==> src/design/jse_pkg.sv <==
// Shared types and constants of the JSON string escaper.
`timescale 1ns / 1ps
`default_nettype none

package jse_pkg;

    // One input transaction: a string byte plus framing flags.
    typedef struct packed {
        logic [7:0] data_byte;
        logic       first_of_string;
        logic       last_of_string;
        logic       empty_string;
    } t_in;

    // One output transaction: a byte of the escaped literal.
    typedef struct packed {
        logic [7:0] out_byte;
        logic       last_of_run;
        logic       closing_quote;
    } t_out;

    // Body kinds of a command.
    localparam logic [1:0] K_NONE = 2'd0;  // no body bytes
    localparam logic [1:0] K_LIT  = 2'd1;  // raw bytes, count in nbytes + 1
    localparam logic [1:0] K_ESC  = 2'd2;  // backslash and one character
    localparam logic [1:0] K_HEX  = 2'd3;  // \u00XX of bytes[0]

    // Output phases of a command, in emission order.
    localparam logic [1:0] P_OPEN  = 2'd0;
    localparam logic [1:0] P_REPL  = 2'd1;
    localparam logic [1:0] P_BODY  = 2'd2;
    localparam logic [1:0] P_CLOSE = 2'd3;

    localparam logic [7:0] C_QUOTE  = 8'h22;
    localparam logic [7:0] C_BSLASH = 8'h5C;

    // Command from the classifier to the emitter: opening quote, a run of
    // replacement characters, a body, and the closing quote.
    typedef struct packed {
        logic            open;
        logic [2:0]      repl;
        logic [1:0]      kind;
        logic [1:0]      nbytes;
        logic [3:0][7:0] bytes;
        logic            close;
    } t_cmd;

    // Queue status seen by the top level and the emitter.
    typedef struct packed {
        logic full;
        logic empty;
    } t_qstat;

endpackage

`default_nettype wire

==> src/design/jse_front.sv <==
// Classifier: tracks the pending UTF-8 sequence and turns each item into a command when it has output.
`timescale 1ns / 1ps
`default_nettype none

module jse_front (
    input  wire logic         i_clk,
    input  wire logic         i_rst_n,
    input  wire logic         i_accept,
    input  jse_pkg::t_in      i_item,
    output logic              o_push,
    output jse_pkg::t_cmd     o_cmd
);

    logic [1:0] r_cnt;
    logic [1:0] n_cnt;
    logic [7:0] r_pend [3];
    logic [7:0] n_pend [3];

    function automatic logic [2:0] seq_len(input logic [7:0] lead);
        logic [2:0] len;
        len = 3'd0;
        if (lead >= 8'hC2 && lead <= 8'hDF) len = 3'd2;
        else if (lead >= 8'hE0 && lead <= 8'hEF) len = 3'd3;
        else if (lead >= 8'hF0 && lead <= 8'hF4) len = 3'd4;
        return len;
    endfunction

    function automatic logic cont_ok(input logic [7:0] lead, input logic [1:0] pos,
                                     input logic [7:0] b);
        logic ok;
        ok = ((b & 8'hC0) == 8'h80);
        if (pos == 2'd1) begin
            if (lead == 8'hE0 && b < 8'hA0) ok = 1'b0;
            if (lead == 8'hED && b > 8'h9F) ok = 1'b0;
            if (lead == 8'hF0 && b < 8'h90) ok = 1'b0;
            if (lead == 8'hF4 && b > 8'h8F) ok = 1'b0;
        end
        return ok;
    endfunction

    always_comb begin
        logic [1:0] cnt0;
        logic [7:0] b;
        logic [7:0] esc;
        logic [2:0] len;
        logic       do_fresh;

        b        = i_item.data_byte;
        cnt0     = i_item.first_of_string ? 2'd0 : r_cnt;
        n_cnt    = cnt0;
        n_pend   = r_pend;
        do_fresh = 1'b0;
        esc      = 8'h00;
        len      = seq_len(r_pend[0]);

        o_cmd        = '0;
        o_cmd.open   = i_item.first_of_string;
        o_cmd.close  = i_item.last_of_string;
        o_cmd.kind   = jse_pkg::K_NONE;

        if (!i_item.empty_string) begin
            if (cnt0 == 2'd0) begin
                do_fresh = 1'b1;
            end else if (len != 3'd0 && {1'b0, cnt0} < len && cont_ok(r_pend[0], cnt0, b)) begin
                if ({1'b0, cnt0} + 3'd1 == len) begin
                    // Sequence complete: release held bytes and this one.
                    o_cmd.kind   = jse_pkg::K_LIT;
                    o_cmd.nbytes = cnt0;
                    for (int i = 0; i < 3; i++) begin
                        o_cmd.bytes[i] = r_pend[i];
                    end
                    o_cmd.bytes[cnt0] = b;
                    n_cnt = 2'd0;
                end else begin
                    for (int i = 0; i < 3; i++) begin
                        if (i[1:0] == cnt0) n_pend[i] = b;
                    end
                    n_cnt = cnt0 + 2'd1;
                end
            end else begin
                // Broken sequence: one replacement per held byte, then restart.
                o_cmd.repl = {1'b0, cnt0};
                n_cnt      = 2'd0;
                do_fresh   = 1'b1;
            end
        end

        if (do_fresh) begin
            case (b)
                8'h22:   esc = 8'h22;
                8'h5C:   esc = 8'h5C;
                8'h08:   esc = 8'h62;
                8'h0C:   esc = 8'h66;
                8'h0A:   esc = 8'h6E;
                8'h0D:   esc = 8'h72;
                8'h09:   esc = 8'h74;
                default: esc = 8'h00;
            endcase
            if (esc != 8'h00) begin
                o_cmd.kind     = jse_pkg::K_ESC;
                o_cmd.bytes[0] = esc;
            end else if (b < 8'h20) begin
                o_cmd.kind     = jse_pkg::K_HEX;
                o_cmd.bytes[0] = b;
            end else if (b < 8'h80) begin
                o_cmd.kind     = jse_pkg::K_LIT;
                o_cmd.nbytes   = 2'd0;
                o_cmd.bytes[0] = b;
            end else if (seq_len(b) != 3'd0) begin
                n_pend[0] = b;
                n_cnt     = 2'd1;
            end else begin
                o_cmd.repl = o_cmd.repl + 3'd1;
            end
        end

        // End of string: flush held bytes as replacements.
        if (i_item.last_of_string) begin
            o_cmd.repl = o_cmd.repl + {1'b0, n_cnt};
            n_cnt      = 2'd0;
        end

        o_push = i_accept && (o_cmd.open || o_cmd.repl != 3'd0 ||
                              o_cmd.kind != jse_pkg::K_NONE || o_cmd.close);
    end

    always_ff @(posedge i_clk) begin
        if (!i_rst_n) begin
            r_cnt <= 2'd0;
        end else if (i_accept) begin
            r_cnt <= n_cnt;
        end
        if (i_accept) begin
            r_pend <= n_pend;
        end
    end

endmodule

`default_nettype wire

==> src/design/jse_fifo.sv <==
// Two-entry command queue between classifier and emitter.
`timescale 1ns / 1ps
`default_nettype none

module jse_fifo (
    input  wire logic         i_clk,
    input  wire logic         i_rst_n,
    input  wire logic         i_push,
    input  jse_pkg::t_cmd     i_cmd,
    input  wire logic         i_pop,
    output jse_pkg::t_cmd     o_head,
    output jse_pkg::t_qstat   o_stat
);

    jse_pkg::t_cmd r_mem [2];
    logic          r_wr;
    logic          r_rd;
    logic [1:0]    r_count;

    assign o_head       = r_mem[r_rd];
    assign o_stat.full  = (r_count == 2'd2);
    assign o_stat.empty = (r_count == 2'd0);

    always_ff @(posedge i_clk) begin
        if (!i_rst_n) begin
            r_wr    <= 1'b0;
            r_rd    <= 1'b0;
            r_count <= 2'd0;
        end else begin
            if (i_push) r_wr <= ~r_wr;
            if (i_pop)  r_rd <= ~r_rd;
            r_count <= r_count + {1'b0, i_push} - {1'b0, i_pop};
        end
        if (i_push) begin
            r_mem[r_wr] <= i_cmd;
        end
    end

endmodule

`default_nettype wire

==> src/design/jse_back.sv <==
// Emitter: expands the head command into output bytes, one per cycle while the receiver does not stall.
`timescale 1ns / 1ps
`default_nettype none

module jse_back (
    input  wire logic         i_clk,
    input  wire logic         i_rst_n,
    input  jse_pkg::t_cmd     i_head,
    input  jse_pkg::t_qstat   i_stat,
    output logic              o_pop,
    output logic              o_valid,
    input  wire logic         i_stall,
    output jse_pkg::t_out     o_data
);

    logic          r_busy;
    logic [1:0]    r_phase;
    logic [2:0]    r_sub;
    logic [2:0]    r_rcnt;
    logic          r_out_valid;
    jse_pkg::t_out r_out;

    logic          w_load;
    logic          w_done;
    logic [1:0]    w_phase;
    logic [2:0]    w_sub;
    logic [2:0]    w_rcnt;
    logic [1:0]    n_phase;
    logic [2:0]    n_sub;
    logic [2:0]    n_rcnt;
    jse_pkg::t_out w_out;

    // First phase at or after 'from' that the command uses; bit 2 = found.
    function automatic logic [2:0] seek(input jse_pkg::t_cmd c, input logic [1:0] from);
        logic [2:0] r;
        if (from <= jse_pkg::P_OPEN && c.open) r = {1'b1, jse_pkg::P_OPEN};
        else if (from <= jse_pkg::P_REPL && c.repl != 3'd0) r = {1'b1, jse_pkg::P_REPL};
        else if (from <= jse_pkg::P_BODY && c.kind != jse_pkg::K_NONE)
            r = {1'b1, jse_pkg::P_BODY};
        else if (c.close) r = {1'b1, jse_pkg::P_CLOSE};
        else r = {1'b0, jse_pkg::P_CLOSE};
        return r;
    endfunction

    function automatic logic [7:0] hex_char(input logic [3:0] v);
        return (v < 4'd10) ? (8'h30 + {4'd0, v}) : (8'h37 + {4'd0, v});
    endfunction

    function automatic logic [7:0] repl_char(input logic [2:0] idx);
        logic [7:0] c;
        case (idx)
            3'd0:    c = jse_pkg::C_BSLASH;
            3'd1:    c = 8'h75;
            3'd2:    c = 8'h46;
            3'd3:    c = 8'h46;
            3'd4:    c = 8'h46;
            default: c = 8'h44;
        endcase
        return c;
    endfunction

    always_comb begin
        logic       pend_end;
        logic [2:0] nxt;
        logic [2:0] start;

        start    = seek(i_head, jse_pkg::P_OPEN);
        w_phase  = r_busy ? r_phase : start[1:0];
        w_sub    = r_busy ? r_sub : 3'd0;
        w_rcnt   = r_busy ? r_rcnt : 3'd0;
        w_out    = '0;
        pend_end = 1'b1;
        nxt      = 3'd0;
        n_phase  = w_phase;
        n_sub    = w_sub + 3'd1;
        n_rcnt   = w_rcnt;

        case (w_phase)
            jse_pkg::P_OPEN: begin
                w_out.out_byte = jse_pkg::C_QUOTE;
            end
            jse_pkg::P_REPL: begin
                w_out.out_byte = repl_char(w_sub);
                if (w_sub == 3'd5) begin
                    n_sub  = 3'd0;
                    n_rcnt = w_rcnt + 3'd1;
                end
                pend_end = (w_sub == 3'd5) && (w_rcnt + 3'd1 == i_head.repl);
            end
            jse_pkg::P_BODY: begin
                case (i_head.kind)
                    jse_pkg::K_LIT: begin
                        w_out.out_byte = i_head.bytes[w_sub[1:0]];
                        pend_end       = (w_sub == {1'b0, i_head.nbytes});
                    end
                    jse_pkg::K_ESC: begin
                        w_out.out_byte = (w_sub == 3'd0) ? jse_pkg::C_BSLASH
                                                         : i_head.bytes[0];
                        pend_end       = (w_sub == 3'd1);
                    end
                    jse_pkg::K_HEX: begin
                        case (w_sub)
                            3'd0:    w_out.out_byte = jse_pkg::C_BSLASH;
                            3'd1:    w_out.out_byte = 8'h75;
                            3'd2:    w_out.out_byte = 8'h30;
                            3'd3:    w_out.out_byte = 8'h30;
                            3'd4:    w_out.out_byte = hex_char(i_head.bytes[0][7:4]);
                            default: w_out.out_byte = hex_char(i_head.bytes[0][3:0]);
                        endcase
                        pend_end = (w_sub == 3'd5);
                    end
                    default: begin
                        w_out.out_byte = 8'h00;
                    end
                endcase
            end
            default: begin
                w_out.out_byte      = jse_pkg::C_QUOTE;
                w_out.closing_quote = 1'b1;
            end
        endcase

        w_done = 1'b0;
        if (pend_end) begin
            n_sub  = 3'd0;
            n_rcnt = 3'd0;
            if (w_phase == jse_pkg::P_CLOSE) begin
                w_done = 1'b1;
            end else begin
                nxt     = seek(i_head, w_phase + 2'd1);
                n_phase = nxt[1:0];
                w_done  = !nxt[2];
            end
        end
        w_out.last_of_run = w_done;

        w_load = !i_stat.empty && (!r_out_valid || !i_stall);
        o_pop  = w_load && w_done;
    end

    assign o_valid = r_out_valid;
    assign o_data  = r_out;

    always_ff @(posedge i_clk) begin
        if (!i_rst_n) begin
            r_busy      <= 1'b0;
            r_out_valid <= 1'b0;
            r_phase     <= jse_pkg::P_OPEN;
            r_sub       <= 3'd0;
            r_rcnt      <= 3'd0;
        end else begin
            if (w_load) begin
                r_busy      <= !w_done;
                r_phase     <= n_phase;
                r_sub       <= n_sub;
                r_rcnt      <= n_rcnt;
                r_out_valid <= 1'b1;
            end else if (!i_stall) begin
                r_out_valid <= 1'b0;
            end
        end
        if (w_load) begin
            r_out <= w_out;
        end
    end

endmodule

`default_nettype wire

==> src/design/json_string_escape_utf8.sv <==
// Top level of the JSON string escaper with UTF-8 checking.
//
// Input channel (i_valid / o_stall / i_data): one transaction per string
// byte, flagged first, last or empty. Output channel (o_valid / i_stall /
// o_data): one transaction per byte of the quoted, escaped JSON literal;
// last_of_run marks the final byte caused by an input transaction and
// closing_quote marks the closing quote.
// The command enters the queue at the accepting edge; the emitter then loads
// the first output byte from the queue head into the output register, which
// presents it to the receiver.
// The emitter sends one byte per cycle while the receiver does not stall. An
// input transaction produces 1 byte for a plain character, 2 for a short
// escape, 6 for \u00XX or \uFFFD, up to 25 with the closing quote and
// flushed replacements. Bytes held in a pending UTF-8 sequence produce
// nothing and occupy neither the queue nor the emitter. The emitter's
// one-byte-per-cycle output register sets the rate of the escaper.
// Reset (synchronous, active low) empties the queue, drops the output
// register and forgets any pending sequence.
// When the receiver stalls, the output register holds its byte; the
// two-entry command queue fills and then o_stall rises to hold the sender.
`timescale 1ns / 1ps
`default_nettype none

module json_string_escape_utf8 (
    input  wire logic         i_clk,
    input  wire logic         i_rst_n,
    input  wire logic         i_valid,
    output logic              o_stall,
    input  jse_pkg::t_in      i_data,
    output logic              o_valid,
    input  wire logic         i_stall,
    output jse_pkg::t_out     o_data
);

    logic            w_accept;
    logic            w_push;
    logic            w_pop;
    jse_pkg::t_cmd   w_cmd;
    jse_pkg::t_cmd   w_head;
    jse_pkg::t_qstat w_stat;

    // Stall only on a full queue; the classifier itself never waits.
    assign o_stall  = w_stat.full;
    assign w_accept = i_valid && !w_stat.full;

    // Classify the transaction and update the pending sequence.
    jse_front u_front (
        .i_clk    (i_clk),
        .i_rst_n  (i_rst_n),
        .i_accept (w_accept),
        .i_item   (i_data),
        .o_push   (w_push),
        .o_cmd    (w_cmd)
    );

    // Hold commands so front and back stall independently.
    jse_fifo u_fifo (
        .i_clk   (i_clk),
        .i_rst_n (i_rst_n),
        .i_push  (w_push),
        .i_cmd   (w_cmd),
        .i_pop   (w_pop),
        .o_head  (w_head),
        .o_stat  (w_stat)
    );

    // Expand commands into output bytes.
    jse_back u_back (
        .i_clk   (i_clk),
        .i_rst_n (i_rst_n),
        .i_head  (w_head),
        .i_stat  (w_stat),
        .o_pop   (w_pop),
        .o_valid (o_valid),
        .i_stall (i_stall),
        .o_data  (o_data)
    );

endmodule

`default_nettype wire

==> config.mk <==
export PLATFORM = sky130hd
export DESIGN_NAME = json_string_escape_utf8
export DESIGN_NICKNAME = d
export VERILOG_FILES = /design/src/design/jse_pkg.sv /design/src/design/jse_front.sv /design/src/design/jse_fifo.sv /design/src/design/jse_back.sv /design/src/design/json_string_escape_utf8.sv
export SDC_FILE = /design/constraint.sdc
export NUM_CORES = 1
export LEC_CHECK = 0
export ABC_CLOCK_PERIOD_IN_PS = 14670
export BUFFER_PORTS_ARGS = -buffer_cell sky130_fd_sc_hd__clkbuf_2
export CAP_MARGIN = 20
export CORE_ASPECT_RATIO = 1.25
export CORE_MARGIN = 10
export CORE_UTILIZATION = 43
export CTS_BUF_LIST = sky130_fd_sc_hd__clkbuf_16
export DETAILED_ROUTE_END_ITERATION = 16
export GPL_TIMING_DRIVEN = 1
export MAX_ROUTING_LAYER = met4
export PLACE_DENSITY = 0.61
export SLEW_MARGIN = 10
export SYNTH_ARGS = -nofsm -noshare
export SYNTH_HDL_FRONTEND = slang
export SYNTH_HIERARCHICAL = 1
export SYNTH_SLANG_ARGS = --single-unit
==> constraint.sdc <==
create_clock -name i_clk -period 14.67 [get_ports i_clk]
set_input_delay 2.934 -clock i_clk [delete_from_list [all_inputs] [get_ports i_clk]]
set_output_delay 2.934 -clock i_clk [all_outputs]
set_load 0.005 [all_outputs]
==> summary.md <==
| Metric | Value |
|---|---|
| Status | completed |
| Die Ht | 167 um |
| Final GP Congestion | about 0.88 |
| Pwr Density | between 150 and 200 nW/um2 |
| Core Rows | between 50 and 60 |
| Post-synth EDFFs | around 120 |
| Peak supply drop | 0.0683 mV |
| Drt first pass iters | 5 |
| TritonCTS Buffers | 17 |
| Highest-count cells in the layout ignoring fill and taps | 116 x edfxtp_1, 41 x nor2_1, 40 x mux2_4, 34 x nand2_1, 26 x clkbuf_2 |
| MaxCap Viol Count | 0 |
| Ant. Diodes | 0 |
| F_max | between 0.1 and 0.15 GHz |
| Power, Total | ~1.2 mW |
| Syn Inst Count | approximately 620 |
| Die Wd | roughly 140 um |
| Post-Syn Nets | about 660 |
| Gr usage total | 14.3% |
| Maximum net fanout on the critical path | between 40 and 50 |
| DR WL/cell | 18.4 um |
| Crit Path Class | input pin to flop |
| First-pass GRT wire length | about 25000 um |
| Post-CTS sizing | 0 |
| Synth Warn # | 6 |
| Core ar. | approximately 17000 um2 |
| Worst Path Required | between 10 and 15 ns |
| Final Cycle Share | 49.8% |
| # nets final | ~670 |
| Top layer reached by signal wires | met4 |
| Critical Path Sink Type | flop |
| Vias post-DR | 4915 |
| Asr flop ratio synth | 0% |
| Synth Cell Area | approximately 7400 um2 |
| CTS tree | yes |
| Detailed Route Iter0 Violations | between 400 and 500 |
| Tmin final | approximately 7.3 ns |
| Share of layout cells above drive strength 1 | roughly 20% |
| Final setup vio count | 0 |
| Cts hold-fix bufs | 0 |
| Main synth FF type | edfxtp_1 |
| Post-CTS setup buffer count | 0 |
| Number of global-route vias before repair | about 4800 |
| Num ports | 27 |
| Initial core utilization | roughly 44% |
| Max_slew headroom | between 30% and 40% |
| Root Driver | clkbuf_16 |
| Die Footprint | roughly 23000 um2 |
| Yosys reg bits | 133 |
| Worst-path clk slew | 0.06 ns |
| Unrepaired setup endpoints after global routing | false |
| Clock sink count | 133 |
| Final Hold Vio Count | 0 |
| Remaining antenna violation count after routing | 0 |
| Congestion Overflow GR | 0 |
| Final slew viol count | 0 |
| Initial antenna violation count | 0 |
| Worst-Margin Slew | approximately 1 ns |
| P_leak | 2.99 nW |
| Leading cell type in the layout, fill and taps excluded | edfxtp_1 |
| Hold WC Path Type | flop to flop |
| Wire length on met2 | approximately 7800 um |
| DR WL met3 | between 500 and 600 um |
| I/O Buffers | 26 |
| Met1 WL | around 7000 um |
| Largest net degree at the start of global routing | 42 |
| Final Skew | around 0.0056 ns |
| DP HPWL | 11300 um |
| Register area share after synthesis | 51.4% |
| Startpoint Class | input pin |
| Max Buffers Root-to-Sink | 2 |
| P&R area growth vs syn | 11.0% |
| Mean Syn Cell Area | approximately 12 um2 |
| Worst Path Arrival | around 7.3 ns |
| Distinct cell type count after synthesis | between 80 and 90 |
| Setup TNS | 0 ns |
| DR DRC count | 0 |
| Vias per cell | approximately 5.7 |
| Detailed Route WL | 15900 um |
| Clk_lat worst skew | roughly 0.41 ns |
| H-tree depth | 4 |
[per-stage QoR]
| stage | cell area [um2] | hold WS (ns) | utilization (%) | setup WS, ns | instances |
|---|---|---|---|---|---|
| finish | 8260 | 0.459 | 48.9 | 7.36 | 866 |
| global route | 8260 | 0.494 | 48.9 | 6.96 | 866 |
| CTS | 8260 | 0.453 | 48.8 | 7.36 | 865 |
| detailed placement | 7650 | 0.445 | 45.3 | 6.97 | 833 |
| global placement | 7630 | 0.435 | 45.1 | 6.98 | 832 |
| floorplan | 7440 | 0.426 | - | 6.31 | 619 |
[flip-flops by register name, summed over array words and instances, names as in the netlist, named ones only]
name,count
u_fifo/r_mem,82
u_front/r_pend,24
u_back/o_data,10
u_back/r_rcnt,3
u_back/r_sub,3
u_back/r_phase,2
u_fifo/r_count,2
u_front/r_cnt,2
u_back/o_valid,1
u_back/r_busy,1
u_fifo/r_rd,1
u_fifo/r_wr,1
[cell families after synthesis]
group,synth area share [%]
adders and majority gates,3.97
muxes,12.2
buffers and inverters,4.59
other,0.0504
and+or+nand+nor,13.9
DFF,51.4
AOI/OAI and AO/OA,12.3
xor gates and xnor gates,1.60
[cell usage after synthesis, types with 4 or more instances]
cell,n,area (um2)
o22ai_1,5,31.3
and3_1,7,43.8
a21oi_1,25,125
nand3_1,10,50.1
nand2b_1,9,56.3
o21ai_1,4,20.0
mux2_2,5,56.3
nand4_1,5,31.3
o31ai_1,5,37.5
ha_1,22,275
a22oi_1,4,30.0
a21boi_1,4,30.0
nor4_1,6,37.5
nor2_1,41,154
o211ai_1,6,45.0
nand2_1,34,128
nor2b_1,16,100
dfxtp_1,17,340
o2bb2ai_1,4,35.0
edfxtp_1,116,3480
o21a_1,6,45.0
mux2i_1,25,250
buf_2,11,55.1
a211oi_1,14,105
nor3b_1,5,37.5
or3_1,5,31.3
and2_1,12,75.1
a31oi_1,11,68.8
buf_4,7,52.6
clkbuf_1,10,37.5
mux2_4,40,601
inv_1,23,86.3
xnor2_1,8,70.1
nor3_1,12,60.1
buf_12,4,80.1
o21ai_0,16,80.1
[report_power, final]
group,internal [mW],switching [mW],leakage (nW)
combinational,0.134,0.195,1.45
sequential,0.477,0.0154,1.25
clock,0.268,0.160,0.291
[path summary, 6_finish.rpt]
path	depth (start not counted)	slack, ns	start	endpoint
max reg2reg	16	9.47	u_front/r_pend[20]	u_fifo/r_mem[1][20]
min	2	0.46	u_back/r_rcnt[1]	u_back/r_rcnt[1]
min reg2reg	2	0.46	u_back/r_rcnt[1]	u_back/r_rcnt[1]
max	15	7.36	i_data[2]	u_fifo/r_mem[1][20]
[cell type report]
| cell class | count | area [um2] |
|---|---|---|
| fillers | 1472 | 8650 |
| flip-flops and latches | 133 | 3820 |
| multi-input cells | 425 | 3290 |
| clock buffers | 17 | 425 |
| well taps | 220 | 275 |
| clock inverters | 15 | 179 |
| repair buffers | 31 | 178 |
| inverters | 25 | 93.8 |
[critical path, cell delays in order]
cell and delay (ns):
clkbuf_2 0.11, nand2b_1 0.34, inv_1 0.16, ha_1 0.54, nor3b_1 0.26, o21a_1 0.23
nor3_1 0.11, nor4_1 0.28, ha_1 0.20, a31oi_1 0.16, fa_1 0.47, nand2b_1 0.17
a31o_2 0.24, a41oi_2 0.25, and2_2 0.85
[routing by layer]
layer,vias to the layer above,global-route usage (%)
met5,-,-
met1,2361,17.2
li1,2368,-
met4,0,5.92
met2,151,22.7
met3,35,3.14
No activity file was read; power rests on OpenSTA's default activity.
